File: src/rtl/rfdm_pkg.sv
// Package for the remote frame drive mixer: shared types and constants.
// Used by rfdm_mix and remote_frame_drive_mixer_unit; depends on nothing.
`timescale 1ns / 1ps
`default_nettype none

package rfdm_pkg;

  // Link frame header byte.
  localparam logic [7:0] FRAME_HEADER = 8'hAA;

  // Bit positions inside the button byte.
  localparam int BTN_UP     = 7;
  localparam int BTN_DOWN   = 6;
  localparam int BTN_LEFT   = 5;
  localparam int BTN_RIGHT  = 4;
  localparam int BTN_CROSS  = 2;
  localparam int BTN_SQUARE = 1;
  localparam int BTN_CIRCLE = 0;

  // Item kinds on the input and result streams.
  localparam logic KIND_FRAME     = 1'b0;
  localparam logic KIND_EMERGENCY = 1'b1;

  // Configuration register indexes.
  localparam logic [1:0] REG_MAX_POWER  = 2'd0;
  localparam logic [1:0] REG_DRIVE_STEP = 2'd1;
  localparam logic [1:0] REG_LIFT_DUTY  = 2'd2;

  // Reset values of the configuration registers.
  localparam logic [7:0] MAX_POWER_RST  = 8'd250;
  localparam logic [6:0] DRIVE_STEP_RST = 7'd5;
  localparam logic [7:0] LIFT_DUTY_RST  = 8'd200;

  // Stored wheel power, and the wider working value used before clamping.
  typedef logic signed [9:0]  power_t;
  typedef logic signed [10:0] power_wide_t;

  // Frame parser phases.
  typedef enum logic [3:0] {
    PH_HUNT    = 4'b0001,
    PH_BUTTONS = 4'b0010,
    PH_LEFT_TR = 4'b0100,
    PH_RIGHT_TR = 4'b1000
  } phase_t;

endpackage

`default_nettype wire

File: src/rtl/rfdm_mix.sv
// Wheel power mixer: applies one frame's direction buttons to the wheel powers.
// Depends on rfdm_pkg.
`timescale 1ns / 1ps
`default_nettype none

module rfdm_mix (
  input  wire logic [7:0]      buttons,
  input  wire rfdm_pkg::power_t right_power,
  input  wire rfdm_pkg::power_t left_power,
  input  wire logic [6:0]      drive_step,
  input  wire logic [7:0]      max_power,
  output rfdm_pkg::power_t     right_power_next,
  output rfdm_pkg::power_t     left_power_next
);

  function automatic logic same_sign(input rfdm_pkg::power_wide_t a,
                                     input rfdm_pkg::power_wide_t b);
    return (a > 0 && b > 0) || (a < 0 && b < 0);
  endfunction

  rfdm_pkg::power_wide_t r;
  rfdm_pkg::power_wide_t l;
  rfdm_pkg::power_wide_t s;
  rfdm_pkg::power_wide_t lim;

  // Buttons are applied in a fixed order: up, down, right, left, cross.
  // The range stays within eleven signed bits before the clamp.
  always_comb begin
    s   = rfdm_pkg::power_wide_t'({4'b0, drive_step});
    lim = rfdm_pkg::power_wide_t'({3'b0, max_power});
    r   = rfdm_pkg::power_wide_t'(right_power);
    l   = rfdm_pkg::power_wide_t'(left_power);
    if (buttons[rfdm_pkg::BTN_UP]) begin
      r = r + s;
      l = l + s;
    end
    if (buttons[rfdm_pkg::BTN_DOWN]) begin
      r = r - s;
      l = l - s;
    end
    // Turns are differential when both wheels run the same way, else a pivot.
    if (buttons[rfdm_pkg::BTN_RIGHT]) begin
      if (same_sign(r, l)) begin
        r = r - s;
        l = l + s;
      end else if (r < 0) begin
        l = '0;
        r = r - s;
      end else begin
        r = '0;
        l = l + s;
      end
    end
    if (buttons[rfdm_pkg::BTN_LEFT]) begin
      if (same_sign(r, l)) begin
        r = r + s;
        l = l - s;
      end else if (l < 0) begin
        r = '0;
        l = l - s;
      end else begin
        l = '0;
        r = r + s;
      end
    end
    if (buttons[rfdm_pkg::BTN_CROSS]) begin
      r = '0;
      l = '0;
    end
    // Clamp both powers to the configured magnitude.
    if (r > lim) begin
      r = lim;
    end else if (r < -lim) begin
      r = -lim;
    end
    if (l > lim) begin
      l = lim;
    end else if (l < -lim) begin
      l = -lim;
    end
  end

  assign right_power_next = r[9:0];
  assign left_power_next  = l[9:0];

endmodule

`default_nettype wire

File: src/rtl/remote_frame_drive_mixer_unit.sv
// Remote frame drive mixer top level: parses link frames and drives wheel, blade,
// lift and stepper outputs. Depends on rfdm_pkg and rfdm_mix.
// m_axis_tvalid rises from the result register, loaded from the input register.
// Throughput: one item per cycle; an item that closes a frame or is an emergency
// waits in the input register only while the result register holds an unread result.
// Reset (rst, synchronous) empties both registers, returns the parser to header
// hunting, zeroes powers and held frame bytes, and reloads register defaults.
`timescale 1ns / 1ps
`default_nettype none

module remote_frame_drive_mixer_unit (
  input  wire logic        clk,
  input  wire logic        rst,
  // Input item stream.
  input  wire logic        s_axis_tvalid,
  output logic             s_axis_tready,
  input  wire logic [7:0]  s_axis_tdata,   // [7:0] rx_byte
  input  wire logic        s_axis_tuser,   // [0] req_type
  // Result item stream.
  output logic             m_axis_tvalid,
  input  wire logic        m_axis_tready,
  // [7:0] right_duty, [8] right_reverse, [16:9] left_duty, [17] left_reverse,
  // [25:18] blade_duty, [33:26] lift_raise_duty, [41:34] lift_lower_duty,
  // [42] stepper_enable, [47:43] zero
  output logic [47:0]      m_axis_tdata,
  output logic             m_axis_tuser,   // [0] result_kind
  // Configuration write channel.
  input  wire logic        cfg_valid,
  output logic             cfg_ready,
  input  wire logic [1:0]  cfg_index,
  input  wire logic [7:0]  cfg_data
);

  // Configuration registers.
  logic [7:0] max_power;
  logic [6:0] drive_step;
  logic [7:0] lift_duty;

  assign cfg_ready = 1'b1;

  always_ff @(posedge clk) begin
    if (rst) begin
      max_power  <= rfdm_pkg::MAX_POWER_RST;
      drive_step <= rfdm_pkg::DRIVE_STEP_RST;
      lift_duty  <= rfdm_pkg::LIFT_DUTY_RST;
    end else if (cfg_valid && cfg_ready) begin
      unique case (cfg_index)
        rfdm_pkg::REG_MAX_POWER:  max_power  <= cfg_data;
        rfdm_pkg::REG_DRIVE_STEP: drive_step <= cfg_data[6:0];
        rfdm_pkg::REG_LIFT_DUTY:  lift_duty  <= cfg_data;
        default: ;
      endcase
    end
  end

  // Input register.
  logic       in_valid;
  logic       in_kind;
  logic [7:0] in_byte;

  // Parser and drive state.
  rfdm_pkg::phase_t phase;
  logic [7:0]       held_buttons;
  logic [7:0]       held_left_trigger;
  rfdm_pkg::power_t right_power;
  rfdm_pkg::power_t left_power;
  logic             right_dir_last;
  logic             left_dir_last;

  // Result register.
  logic        out_valid;
  logic        out_kind;
  logic [47:0] out_data;

  rfdm_pkg::power_t right_power_next;
  rfdm_pkg::power_t left_power_next;

  logic out_free;
  logic in_emits;
  logic in_advance;

  rfdm_mix u_mix (
    .buttons          (held_buttons),
    .right_power      (right_power),
    .left_power       (left_power),
    .drive_step       (drive_step),
    .max_power        (max_power),
    .right_power_next (right_power_next),
    .left_power_next  (left_power_next)
  );

  // The held item moves on when it makes no result or the result slot is free.
  assign out_free   = !out_valid || m_axis_tready;
  assign in_emits   = (in_kind == rfdm_pkg::KIND_EMERGENCY) || (phase == rfdm_pkg::PH_RIGHT_TR);
  assign in_advance = in_valid && (!in_emits || out_free);

  assign s_axis_tready = !in_valid || in_advance;

  always_ff @(posedge clk) begin
    if (rst) begin
      in_valid <= 1'b0;
    end else if (s_axis_tready) begin
      in_valid <= s_axis_tvalid;
    end
  end

  always_ff @(posedge clk) begin
    if (s_axis_tvalid && s_axis_tready) begin
      in_kind <= s_axis_tuser;
      in_byte <= s_axis_tdata;
    end
  end

  // Derived result fields for a completed frame.
  logic       right_rev_next;
  logic       left_rev_next;
  logic [7:0] right_mag;
  logic [7:0] left_mag;
  logic [7:0] raise_duty;
  logic [7:0] lower_duty;
  logic       stepper_en;

  always_comb begin
    right_rev_next = !(right_power_next > 0);
    left_rev_next  = !(left_power_next > 0);
    right_mag = right_power_next[9] ? 8'(-right_power_next) : right_power_next[7:0];
    left_mag  = left_power_next[9] ? 8'(-left_power_next) : left_power_next[7:0];
    raise_duty = '0;
    lower_duty = '0;
    // Circle wins over square.
    if (held_buttons[rfdm_pkg::BTN_CIRCLE]) begin
      raise_duty = lift_duty;
    end else if (held_buttons[rfdm_pkg::BTN_SQUARE]) begin
      lower_duty = lift_duty;
    end
    stepper_en = (held_left_trigger != 8'd0);
  end

  // Parser and state update for the item leaving the input register.
  always_ff @(posedge clk) begin
    if (rst) begin
      phase             <= rfdm_pkg::PH_HUNT;
      held_buttons      <= '0;
      held_left_trigger <= '0;
      right_power       <= '0;
      left_power        <= '0;
      right_dir_last    <= 1'b0;
      left_dir_last     <= 1'b0;
    end else if (in_advance) begin
      if (in_kind == rfdm_pkg::KIND_EMERGENCY) begin
        phase             <= rfdm_pkg::PH_HUNT;
        held_buttons      <= '0;
        held_left_trigger <= '0;
        right_power       <= '0;
        left_power        <= '0;
      end else begin
        unique case (phase)
          rfdm_pkg::PH_HUNT: begin
            if (in_byte == rfdm_pkg::FRAME_HEADER) begin
              phase <= rfdm_pkg::PH_BUTTONS;
            end
          end
          rfdm_pkg::PH_BUTTONS: begin
            held_buttons <= in_byte;
            phase        <= rfdm_pkg::PH_LEFT_TR;
          end
          rfdm_pkg::PH_LEFT_TR: begin
            held_left_trigger <= in_byte;
            phase             <= rfdm_pkg::PH_RIGHT_TR;
          end
          rfdm_pkg::PH_RIGHT_TR: begin
            right_power    <= right_power_next;
            left_power     <= left_power_next;
            right_dir_last <= right_rev_next;
            left_dir_last  <= left_rev_next;
            phase          <= rfdm_pkg::PH_HUNT;
          end
          default: begin
            phase <= rfdm_pkg::PH_HUNT;
          end
        endcase
      end
    end
  end

  // Result register with its valid flag.
  always_ff @(posedge clk) begin
    if (rst) begin
      out_valid <= 1'b0;
    end else if (in_advance && in_emits) begin
      out_valid <= 1'b1;
    end else if (m_axis_tready) begin
      out_valid <= 1'b0;
    end
  end

  always_ff @(posedge clk) begin
    if (in_advance && in_emits) begin
      out_kind <= in_kind;
      if (in_kind == rfdm_pkg::KIND_EMERGENCY) begin
        // All drives off; direction pins keep their last driven level.
        out_data <= {5'b0, 1'b0, 8'd0, 8'd0, 8'd0, left_dir_last, 8'd0,
                     right_dir_last, 8'd0};
      end else begin
        out_data <= {5'b0, stepper_en, lower_duty, raise_duty, in_byte,
                     left_rev_next, left_mag, right_rev_next, right_mag};
      end
    end
  end

  assign m_axis_tvalid = out_valid;
  assign m_axis_tdata  = out_data;
  assign m_axis_tuser  = out_kind;

endmodule

`default_nettype wire

File: config.mk
export PLATFORM = sky130hd
export DESIGN_NAME = remote_frame_drive_mixer_unit
export DESIGN_NICKNAME = d
export VERILOG_FILES = /design/src/rtl/rfdm_pkg.sv /design/src/rtl/rfdm_mix.sv /design/src/rtl/remote_frame_drive_mixer_unit.sv
export SDC_FILE = /design/constraint.sdc
export NUM_CORES = 1
export LEC_CHECK = 0
export BUFFER_PORTS_ARGS = -buffer_cell sky130_fd_sc_hd__buf_2
export CAP_MARGIN = 10
export CORE_MARGIN = 3
export CORE_UTILIZATION = 40
export DETAILED_ROUTE_END_ITERATION = 12
export MAX_ROUTING_LAYER = met4
export PLACE_DENSITY = 0.64
export SETUP_SLACK_MARGIN = 0.2
export SYNTH_ARGS = -nofsm -noshare
export SYNTH_HDL_FRONTEND = slang
export SYNTH_HIERARCHICAL = 1
export SYNTH_SLANG_ARGS = --single-unit
export TNS_END_PERCENT = 50
File: constraint.sdc
create_clock -name clk -period 29.4 [get_ports clk]
set_clock_uncertainty 0.05 [all_clocks]
set_input_delay 7.35 -clock clk [delete_from_list [all_inputs] [get_ports clk]]
set_output_delay 7.35 -clock clk [all_outputs]
set_load 0.005 [all_outputs]
* Word level (Yosys, flattened, before mapping)
Cells that the tools add are included.
** Storage, ports and cells
- Bits in registers :: 125
- Output and inout bits :: 52
- Input port bits :: 24
** Cells by class
- Reductions and logical operators :: 34
- $lt $le $gt $ge :: 14
- Mux-type cells :: 38
- Bitwise operators :: 3
- $add $sub $neg :: 11
- Equality and inequality tests :: 8
** Operators by type and width (number)
- two-way mux 11 bit :: 18
- two-way mux 10 bit :: 8
- two-way mux 8 bit :: 6
- greater-than comparator 11 x 1 -> 1 bit (second input constant) :: 4
- less-than comparator 11 x 1 -> 1 bit (second input constant) :: 4
- subtractor 11 x 8 -> 11 bit :: 4
- adder 10 x 8 -> 11 bit :: 2
- adder 11 x 8 -> 11 bit :: 2
- greater-than comparator 11 x 9 -> 1 bit :: 2
- less-than comparator 11 bit :: 2
- greater-than comparator 10 x 1 -> 1 bit (second input constant) :: 2
- two-way mux 18 bit :: 1
- negation 8 bit :: 2
- AND reduction 2 bit :: 7
- case mux 4 bit (3 select lines) :: 1
- negation 8 -> 11 bit :: 1
- equality test 8 bit (second input constant) :: 1
- two-way mux 4 bit :: 2
- nonzero test 2 bit :: 4
- nonzero test 8 bit :: 1
- logical AND 1 bit :: 7
- logical OR 1 bit :: 6
- zero test 1 bit :: 5
- equality test 4 x 1 -> 1 bit (second input constant) :: 1
- 12 further kinds :: 15

* Longest topological paths before layout
Gate-level depths: netlist of the first run.
- Word-level depth :: 21
- Gate-level depth with buffers :: 52
- Mapped depth without buffers :: 49

* Modules after synthesis
Netlist of the first run, hierarchy kept.
** Modules (own cells, without submodules)
- rfdm_mix :: area an instance 5888.1 µm², cells an instance 837, sequential area each 0.0 µm², instances 1
- remote_frame_drive_mixer_unit :: area an instance 4699.5 µm², cells an instance 391, sequential area each 2932.8 µm², instances 1

* Worst setup path before layout of the first run
OpenSTA, ideal clock, no wires.
- Kind :: input to output
- Start :: input port m_axis_tready
- End :: output port s_axis_tready
- Stages on the path :: 2
- Data arrival time :: 7.800 ns
- Buffers on the path :: 0
- Setup slack :: 14.200 ns
- Data required time :: 22.000 ns
- Path through :: nor2b_1 > nand2b_1
** Between the ends
- Longest elaborated chain between the ends :: 4
** Ends and longest elaborated chain
- start, declared :: RTL line remote_frame_drive_mixer_unit.sv:21 : input wire logic m_axis_tready,
- logical OR 1 bit :: RTL line remote_frame_drive_mixer_unit.sv:93 : assign out_free = !out_valid || m_axis_tready;
- logical OR 1 bit :: RTL line remote_frame_drive_mixer_unit.sv:95 : assign in_advance = in_valid && (!in_emits || out_free);
- logical AND 1 bit :: RTL line remote_frame_drive_mixer_unit.sv:95
- logical OR 1 bit :: RTL line remote_frame_drive_mixer_unit.sv:97 : assign s_axis_tready = !in_valid || in_advance;
- end, declared :: RTL line remote_frame_drive_mixer_unit.sv:16 : output logic s_axis_tready,
Every way passes these cells.

* Worst setup path after layout of the first run
Ends and elaborated chain as after synthesis.

==> key figures, run 1 <==
GRT
  • Global-route met1 utilization: between 20 and 30%
  • Number of global-route vias before repair: 8891
  • Global routing met2 resource utilization: between 30% and 40%
  • Global route hottest layer: met2
  • GR Util met3: 3.55%
  • Initial antenna violation count: 0
  • Remaining Overflow, GRT: 0
  • Total Routing Usage GR: 21.1%
  • Pin count of the biggest net entering global routing: 45
  • First-pass GRT wire length: 46900 um

Route
  • Per-cell via count in the routed design: 5.86
  • Detail-routed net length per standard cell: 18.4 um
  • Number of detailed-route iterations in the first pass: 7
  • Total Routed Length: between 20000 and 30000 um
  • Total vias in the final route: 9486
  • DRC Markers: 0
  • Number of DRC violations after detailed-routing iteration 0: 813
  • Final antenna-violating net count: 0

Min path
  • Type of the most critical hold path: flop to flop
  • Count of cells along the worst hold path: 1
  • Startpoint of the tightest hold check path: held_left_trigger[0]$_SDFFE_PP0P_
  • Hold Crit Endpoint: held_left_trigger[0]$_SDFFE_PP0P_

Cells and area
  • Final Core Density: 46.2%
  • Fraction of layout instances using a drive strength above 1: 13.0%
  • Area growth syn-to-layout: 11.8%
  • Most common cell after layout, fill and taps aside: sky130_fd_sc_hd__nor2_1
  • Top library cells by usage in the layout, fill and taps aside: sky130_fd_sc_hd__nor2_1, sky130_fd_sc_hd__ha_1, sky130_fd_sc_hd__nand2_1, sky130_fd_sc_hd__o21ai_0, sky130_fd_sc_hd__a21oi_1
  • Nets@finish: 1406
  • Number of cells in the finished layout apart from fillers: 1618
  • N_diodes: 0

Worst setup path
  • Cells along the critical path: buf_2 -> nor2b_1 -> nand2b_1 -> buf_2
  • Most frequent cell on the critical path: sky130_fd_sc_hd__buf_2
  • Kind of start point of the critical path: input pin
  • Element type at the critical path end: output pin
  • Arrival time reported for the critical path endpoint: between 8 and 9 ns
  • Origin of the critical flop-to-flop path: drive_step[1]$_SDFFE_PP0P_
  • Slack of the worst reg-to-reg path: roughly 18 ns
  • Slowest cell on the critical path: sky130_fd_sc_hd__nor2b_1
  • Reg-to-reg endpoint: m_axis_tdata[17]$_DFFE_PP_
  • Worst Setup Path Type: input pin to output pin
  • CP max FO: 4
  • Critical Path RT: 22.00 ns
  • R2r worst-path depth: 40
  • Crit-path max cell delay: 0.35 ns

STA
  • RSZ-0062 raised after global routing: false
  • Post-Route Setup TNS: 0 ns
  • Least-Margin Pin Slew: around 1.2 ns
  • Worst Hold Margin: 0.431 ns
  • Relative max-transition margin: 20.6%
  • Fin. max-slew vios: 0
  • Achievable Freq: 64.5 MHz
  • Final setup violating endpoints: 0
  • Final Hold Fails: 0
  • Final cycle utilization of the critical path: 52.7%
  • Shortest clock period the worst path allows after layout: between 15 and 20 ns

Power
  • Flop pwr share: 35.4%
  • Tot Pwr: 0.000512 W
  • Relative contribution of combinational cells to total power: 18.9%
  • Cell leakage power: 5.15 nW
  • Largest voltage drop on the vdd net: 34.2 uV
  • Power density over the cells: 43.4 nW/um2
  • Psw: around 0.00014 W
  • Total internal power: 0.000373 W
  • Switching fraction of total power: 27.0%
  • Clk pwr share: between 40% and 50%

Floorplan
  • Total Die Area: about 28000 um2
  • Die boundary height: 168 um
  • Cell row count: 58
  • IO Pins: 76
  • Initial standard-cell utilization of the core: between 40 and 50%
  • Horizontal die dimension: 168 um
  • Std-Cell Core Area: 25500 um2

Clock network
  • Number of cells upsized or downsized after cts: 0
  • Clk pin slew, worst setup/hold paths: around 0.050 ns
  • CTS H-tree depth: 4
  • Num Clock Sinks: 119
  • Post-CTS setup buffer count: 0
  • Total of hold buffers inserted after clock tree synthesis: 0
  • Largest buffer count on any clock path: 2
  • TritonCTS clock tree: built
  • Number of buffers created by CTS: 17
  • Insertion delay of the later-clocked pin in the worst-skew pair: 0.41 ns
  • Library cell used as clock root buffer: sky130_fd_sc_hd__clkbuf_16

Placed design
  • Gp weighted congestion: approximately 0.95
  • Half-perimeter wire length after detailed placement: approximately 23000 um
  • Post-placement cell count: 1586
  • Number of port buffers: 69

Logic synthesis
  • Synthesized instance count: around 1200
  • Post-Synthesis Mean Instance Area: 8.62 um2
  • Yosys synthesis warning count: 6
  • Post-synthesis cell area: 10600 um2

Run
  • # Max-Cap Violations: 0

Run status
  • Run status: completed
-- stage by stage --
step,area (um2),worst slack [ns]
4_1_cts,11800,13.90
2_1_floorplan,10600,14.20
3_3_place_gp,11100,13.92
5_1_grt,11800,13.83
3_5_place_dp,11100,13.90
6_report,11800,13.91
-- worst max-delay path: cells and delay by family --
| family | cells | cell delay [ns] |
|---|---|---|
| and+or+nand+nor | 2 | 0.49 |
| buffers and inverters | 2 | 0.25 |
-- flip-flops by register name, indices dropped and copies added (netlist names), 4 cells and up --
name               flops
lift_duty              8
drive_step             7
held_left_trigger      8
phase                  4
held_buttons           7
max_power              8
in_byte                8
right_power           10
m_axis_tdata          43
left_power            10
-- power groups by stage --
stage | registers (W) | logic [W] | clock network (W)
after detailed placement | 0.000185 | 0.0000944 | 0
after global placement | 0.000185 | 0.0000932 | 0
after floorplan | 0.000183 | 0.0000722 | 0
after global routing | 0.000182 | 0.000108 | 0.000245
after CTS | 0.000181 | 0.0000955 | 0.000236
final | 0.000181 | 0.0000967 | 0.000234
-- routing by layer --
layer / share of wire [%] / up-vias / wire, um
met3: 6.0 / 44 / 1780
met4: 2.3 / 0 / 688
met1: 47 / 4527 / 13900
met5: 0 / - / 0
met2: 45 / 287 / 13400
li1: - / 4628 / -
-- final cells by class --
class / count / area, um2
fillers: 2481 / 13700
multi-input cells: 998 / 7150
flip-flops and latches: 119 / 2910
clock buffers: 19 / 433
repair buffers: 80 / 428
well taps: 330 / 413
clock inverters: 13 / 228
inverters: 59 / 226
-- how the worst max path moves through the flow --
stage	start	to	slack (ns)	depth (start not counted)
2_1_floorplan	m_axis_tready	s_axis_tready	14.20	2
3_3_place_gp	m_axis_tready	s_axis_tready	13.92	4
3_5_place_dp	m_axis_tready	s_axis_tready	13.90	4
4_1_cts	m_axis_tready	s_axis_tready	13.90	4
5_1_grt	m_axis_tready	s_axis_tready	13.83	4
6_report	m_axis_tready	s_axis_tready	13.91	4
Note: power is estimated with default switching activity, not from simulation.
==> run 2, diff against run 1 <==
PLACE_DENSITY = 0.66   (was 0.64)
clock period = 12.5 ns   (was 29.4 ns; I/O delays follow)
==> run 2 against run 1 <==
Register-to-register slack got worse by 16 ns. Critical path depth rose by 35. Via count rose by 0.78%. Sequential cell count did not move. Critical path type is now flop to flop. Die area did not move. Combinational power rose by 140%. Critical endpoint is now m_axis_tdata[17]$_DFFE_PP_. Highest routed layer unchanged. Sequential share of layout area rose by 0.20 points. Routed wire length rose by 6.2%. Worst setup slack got worse by 12 ns.
==> key figures, run 2 (synthesized netlist as in run 1, its figures left out) <==
Power
  • Psw: 0.000340 W
  • Total internal power: 0.000781 W
  • Relative contribution of combinational cells to total power: around a fifth
  • Largest voltage drop on the vdd net: 77.9 uV
  • Power density over the cells: ~96 nW/um2
  • Tot Pwr: 0.00112 W
  • Clk pwr share: roughly two fifths
  • Switching fraction of total power: approximately 30%
  • Flop pwr share: 38.0%
  • Cell leakage power: about 5.1 nW

Route
  • Total vias in the final route: about 9600
  • Final antenna-violating net count: 0
  • Per-cell via count in the routed design: approximately 5.9
  • Detail-routed net length per standard cell: 19.5 um
  • Number of DRC violations after detailed-routing iteration 0: about 900
  • Total Routed Length: 31600 um
  • Number of detailed-route iterations in the first pass: 5
  • DRC Markers: 0

GRT
  • Total Routing Usage GR: 22.6%
  • Pin count of the biggest net entering global routing: 45
  • Number of global-route vias before repair: about 9000
  • Initial antenna violation count: 0
  • First-pass GRT wire length: 50100 um
  • Remaining Overflow, GRT: 0

Worst setup path
  • Crit-path max cell delay: 0.65 ns
  • Kind of start point of the critical path: flop
  • Arrival time reported for the critical path endpoint: 11.27 ns
  • Slowest cell on the critical path: sky130_fd_sc_hd__dfxtp_1
  • Worst Setup Path Type: flop to flop
  • Element type at the critical path end: flop
  • CP max FO: 22
  • Most frequent cell on the critical path: sky130_fd_sc_hd__o21a_1
  • Critical Path RT: 12.72 ns

STA
  • Least-Margin Pin Slew: between 0.9 and 1 ns
  • Final cycle utilization of the critical path: 88.3%
  • Achievable Freq: 90.6 MHz
  • Fin. max-slew vios: 0
  • Relative max-transition margin: 34.8%
  • Post-Route Setup TNS: 0 ns
  • Final setup violating endpoints: 0
  • RSZ-0062 raised after global routing: false
  • Final Hold Fails: 0
  • Shortest clock period the worst path allows after layout: 11.04 ns

Clock network
  • CTS H-tree depth: 4
  • Number of buffers created by CTS: 17
  • Insertion delay of the later-clocked pin in the worst-skew pair: a little over 0.4 ns
  • Num Clock Sinks: between 100 and 150
  • Post-CTS setup buffer count: 0
  • Total of hold buffers inserted after clock tree synthesis: 0
  • Library cell used as clock root buffer: sky130_fd_sc_hd__clkbuf_16
  • Number of cells upsized or downsized after cts: 0
  • Largest buffer count on any clock path: 2
  • TritonCTS clock tree: built
  • Clk pin slew, worst setup/hold paths: 0.07 ns

Floorplan
  • Total Die Area: 28400 um2
  • Initial standard-cell utilization of the core: between 40% and 50%
  • Die boundary height: about 170 um
  • Horizontal die dimension: between 150 and 200 um
  • Cell row count: 58
  • Std-Cell Core Area: between 20000 and 30000 um2
  • IO Pins: 76

Min path
  • Type of the most critical hold path: flop to flop

Cells and area
  • Fill cell total of the finished layout: 2504
  • Area growth syn-to-layout: 10.9%
  • N_diodes: 0
  • Finished Cell Area: 11700 um2
  • Fraction of layout instances using a drive strength above 1: about an eighth
  • Most common cell after layout, fill and taps aside: sky130_fd_sc_hd__nor2_1
  • Nets@finish: 1407
  • Area of all sequential standard cells: ~2900 um2
  • Max FFs per register: 43
  • Number of cells in the finished layout apart from fillers: 1619
  • Combined area of the multi-input logic cells: a little over 7000 um2
  • Top library cells by usage in the layout, fill and taps aside: sky130_fd_sc_hd__nor2_1, sky130_fd_sc_hd__ha_1, sky130_fd_sc_hd__nand2_1, sky130_fd_sc_hd__o21ai_0, sky130_fd_sc_hd__a21oi_1

Placed design
  • Post-Place Cell Area: 11100 um2
  • Number of port buffers: 69
  • Gp weighted congestion: approximately 0.96
  • Half-perimeter wire length after detailed placement: between 20000 and 25000 um
  • Post-placement cell count: 1587

Run
  • # Max-Cap Violations: 0

Run status
  • Run status: completed
==> run 2: worst max-delay path: cells and delay by family (launching register included) <==
kind                       cells  cell delay (ns)
AOI/OAI and AO/OA             23             5.56
xor gates and xnor gates       1             0.20
DFF                            1             0.65
adders and majority gates      4             1.43
buffers and inverters          1             0.46
and+or+nand+nor                9             2.29
muxes                          1             0.23
==> run 2: path summary, 6_finish.rpt <==
path	start	endpoint	slack [ns]	depth (start not counted)
hold reg to reg	held_buttons[1]$_SDFFE_PP0P_	held_buttons[1]$_SDFFE_PP0P_	0.43	2
setup reg to reg	drive_step[1]$_SDFFE_PP0P_	m_axis_tdata[17]$_DFFE_PP_	1.46	39
hold / removal	held_buttons[1]$_SDFFE_PP0P_	held_buttons[1]$_SDFFE_PP0P_	0.43	2
setup / recovery	drive_step[1]$_SDFFE_PP0P_	m_axis_tdata[17]$_DFFE_PP_	1.46	39
==> run 2: power by group through the flow <==
stage          logic, W  clock network, W  registers, W
2_1_floorplan  0.000170                 0      0.000432
6_report       0.000228          0.000466      0.000426
5_1_grt        0.000253          0.000489      0.000427
3_3_place_gp   0.000221                 0      0.000435
4_1_cts        0.000225          0.000469      0.000426
3_5_place_dp   0.000224                 0      0.000434
==> run 2: cell type report <==
| type | instances | share of cell area [%] |
|---|---|---|
| Multi-Input combinational cell | 998 | 61.1 |
| Clock buffer | 19 | 3.70 |
| Inverter | 59 | 1.94 |
| Timing Repair Buffer | 81 | 3.72 |
| Sequential cell | 119 | 24.9 |
| Tap cell | 330 | 3.53 |
| Clock inverter | 13 | 1.07 |
==> run 2: layer usage <==
metal / vias to the layer above / track usage [%] / part of all wire, %
met2: 330 / 35.8 / 46
li1: 4619 / - / -
met4: 0 / 6.05 / 2.0
met3: 42 / 2.61 / 5.4
met5: - / - / 0
met1: 4569 / 30.9 / 46
==> run 2: metrics by stage <==
step                      worst slack, ns  hold slack (ns)  utilization [%]
after floorplan                      2.99            0.374                -
after global placement               1.71            0.408             43.6
after detailed placement             1.58            0.414             43.6
after CTS                            1.53            0.430             45.8
after global routing                0.754            0.459             45.8
final                                1.46            0.432             45.8
==> run 3, diff against run 2 <==
BUFFER_PORTS_ARGS = not set   (was -buffer_cell sky130_fd_sc_hd__buf_2)
CORE_MARGIN = 1.5   (was 3)
DONT_BUFFER_PORTS = 1   (was not set)
PLACE_DENSITY = 0.63   (was 0.66)
==> run 3 against run 2 <==
Critical path depth unchanged. Sequential power is essentially flat. Register-to-register slack lost 0.03 ns. Routed wire length fell by 2.4%. Non-clock buffer count shrank 69. Sequential share of layout area increased by 0.67 points. Via count down 4.4%. Clock power is 4.7% higher. Power increased by 1.1%. Maximum frequency down 0.25%. Hold slack worse by 0.0024 ns. Largest cell class unchanged.
==> key figures, run 3 (synthesized netlist as in run 1, its figures left out) <==
Floorplan
  • Die boundary height: around 170 um
  • Initial standard-cell utilization of the core: 40.6%
  • Cell row count: 59
  • Total Die Area: 27400 um2
  • Horizontal die dimension: around 170 um
  • Std-Cell Core Area: 26000 um2
  • IO Pins: 76

Clock network
  • Library cell used as clock root buffer: sky130_fd_sc_hd__clkbuf_16
  • Largest buffer count on any clock path: 2
  • Number of cells upsized or downsized after cts: 0
  • TritonCTS clock tree: built
  • Insertion delay of the later-clocked pin in the worst-skew pair: 0.42 ns
  • Num Clock Sinks: roughly 120
  • Number of buffers created by CTS: 17
  • Total of hold buffers inserted after clock tree synthesis: 0
  • Post-CTS setup buffer count: 0
  • Clk pin slew, worst setup/hold paths: 0.06 ns
  • CTS H-tree depth: 4

Worst setup path
  • Slack of the worst reg-to-reg path: ~1.4 ns
  • Kind of start point of the critical path: flop
  • Slowest cell on the critical path: sky130_fd_sc_hd__a22o_1
  • Critical Path RT: between 10 and 15 ns
  • CP max FO: 22
  • Crit-path max cell delay: a little over 0.6 ns
  • R2r worst-path depth: 39
  • Worst Setup Path Type: flop to flop
  • Origin of the critical flop-to-flop path: drive_step[1]$_SDFFE_PP0P_
  • Most frequent cell on the critical path: sky130_fd_sc_hd__o21a_1
  • Reg-to-reg endpoint: m_axis_tdata[17]$_DFFE_PP_
  • Element type at the critical path end: flop
  • Arrival time reported for the critical path endpoint: 11.30 ns

Cells and area
  • Nets@finish: about 1300
  • Max FFs per register: 43
  • Area growth syn-to-layout: 7.97%
  • Top library cells by usage in the layout, fill and taps aside: sky130_fd_sc_hd__nor2_1, sky130_fd_sc_hd__ha_1, sky130_fd_sc_hd__nand2_1, sky130_fd_sc_hd__o21ai_0, sky130_fd_sc_hd__a21oi_1
  • Fraction of layout instances using a drive strength above 1: 8.44%
  • Most common cell after layout, fill and taps aside: sky130_fd_sc_hd__nor2_1
  • N_diodes: 0

Power
  • Switching fraction of total power: 29.5%
  • Power density over the cells: roughly 100 nW/um2
  • Largest voltage drop on the vdd net: 101 uV
  • Relative contribution of combinational cells to total power: about a fifth
  • Tot Pwr: 0.00113 W
  • Total internal power: 0.000799 W
  • Psw: 0.000335 W
  • Clk pwr share: 43.0%
  • Flop pwr share: 37.7%
  • Cell leakage power: just under 5 nW

GRT
  • Total Routing Usage GR: a little under a quarter
  • Number of global-route vias before repair: 8630
  • First-pass GRT wire length: 48800 um
  • Remaining Overflow, GRT: 0
  • Initial antenna violation count: 0
  • Pin count of the biggest net entering global routing: 45

STA
  • RSZ-0062 raised after global routing: false
  • Final setup slack of the worst path: about 1.4 ns
  • Final setup violating endpoints: 0
  • Fin. max-slew vios: 0
  • Final Hold Fails: 0
  • Relative max-transition margin: a little over a third
  • Least-Margin Pin Slew: 0.960 ns
  • Final cycle utilization of the critical path: approximately nine tenths
  • Post-Route Setup TNS: 0 ns
  • Achievable Freq: 90.3 MHz
  • Shortest clock period the worst path allows after layout: 11.07 ns

Min path
  • Count of cells along the worst hold path: 2
  • Type of the most critical hold path: flop to flop
  • Hold Crit Endpoint: held_buttons[6]$_SDFFE_PP0P_
  • Startpoint of the tightest hold check path: held_buttons[6]$_SDFFE_PP0P_

Route
  • Total vias in the final route: 9139
  • Detail-routed net length per standard cell: 19.9 um
  • Number of detailed-route iterations in the first pass: 5
  • Final antenna-violating net count: 0
  • Total Routed Length: 30900 um
  • Per-cell via count in the routed design: between 5 and 6
  • DRC Markers: 0
  • Number of DRC violations after detailed-routing iteration 0: 734

Placed design
  • Post-Place Setup Slack: 1.55 ns
  • Half-perimeter wire length after detailed placement: between 20000 and 25000 um
  • Number of port buffers: 0
  • Gp weighted congestion: around 0.95

Run status
  • Run status: completed

Run
  • # Max-Cap Violations: 0
## run 3: changes by cell type in the layout (fill, tap and decap cells not counted), sizes merged
cell and delta:
clkbuf +1, clkinvlp -3, inv +2, buf -69
## run 3: worst max-delay path by stage
stage / startpoint / to / depth (start not counted)
2_1_floorplan: drive_step[1]$_SDFFE_PP0P_ / m_axis_tdata[17]$_DFFE_PP_ / 41
3_3_place_gp: drive_step[1]$_SDFFE_PP0P_ / m_axis_tdata[17]$_DFFE_PP_ / 39
3_5_place_dp: drive_step[1]$_SDFFE_PP0P_ / m_axis_tdata[17]$_DFFE_PP_ / 39
4_1_cts: drive_step[1]$_SDFFE_PP0P_ / m_axis_tdata[17]$_DFFE_PP_ / 39
5_1_grt: drive_step[1]$_SDFFE_PP0P_ / m_axis_tdata[17]$_DFFE_PP_ / 39
6_report: drive_step[1]$_SDFFE_PP0P_ / m_axis_tdata[17]$_DFFE_PP_ / 39
## run 3: power by group through the flow
stage	clock network (W)	registers [W]	logic [W]
after detailed placement	0	0.000436	0.000213
after global routing	0.000511	0.000429	0.000243
after CTS	0.000493	0.000428	0.000216
final	0.000488	0.000428	0.000218
after floorplan	0	0.000432	0.000170
after global placement	0	0.000437	0.000212
## run 3: area by class of cell
cell class	instances	area, um2
Multi-Input combinational cell	998	7150
Tap cell	335	419
Sequential cell	119	2910
Inverter	59	226
Clock buffer	20	478
Fill cell	2542	14600
Timing Repair Buffer	12	90.1
Clock inverter	12	113
## run 3: layer usage
layer  up-vias  part of all wire [%]  track usage, %
li1       4473                     -               -
met1      4349                    45            31.3
met2       279                    47            38.5
met3        38                   5.5            3.57
met4         0                   1.8            5.40
met5         -                     0               -
## run 3: critical path: cells and delay by family, from the launching register on
family	cells	cell delay, ns
AOI/OAI and AO/OA	23	5.59
xor gates and xnor gates	1	0.20
adders and majority gates	4	1.45
buffers and inverters	1	0.43
DFF	1	0.58
muxes	1	0.23
and+or+nand+nor	9	2.38
## run 3: metrics by stage
step           utilization [%]  area, um2  hold WS, ns  instances
2_1_floorplan                -      10600        0.374       1228
3_3_place_gp              41.6      10800        0.404       1523
3_5_place_dp              41.6      10800        0.415       1523
4_1_cts                   43.8      11400        0.428       1555
5_1_grt                   43.8      11400        0.443       1555
6_report                  43.8      11400        0.429       1555
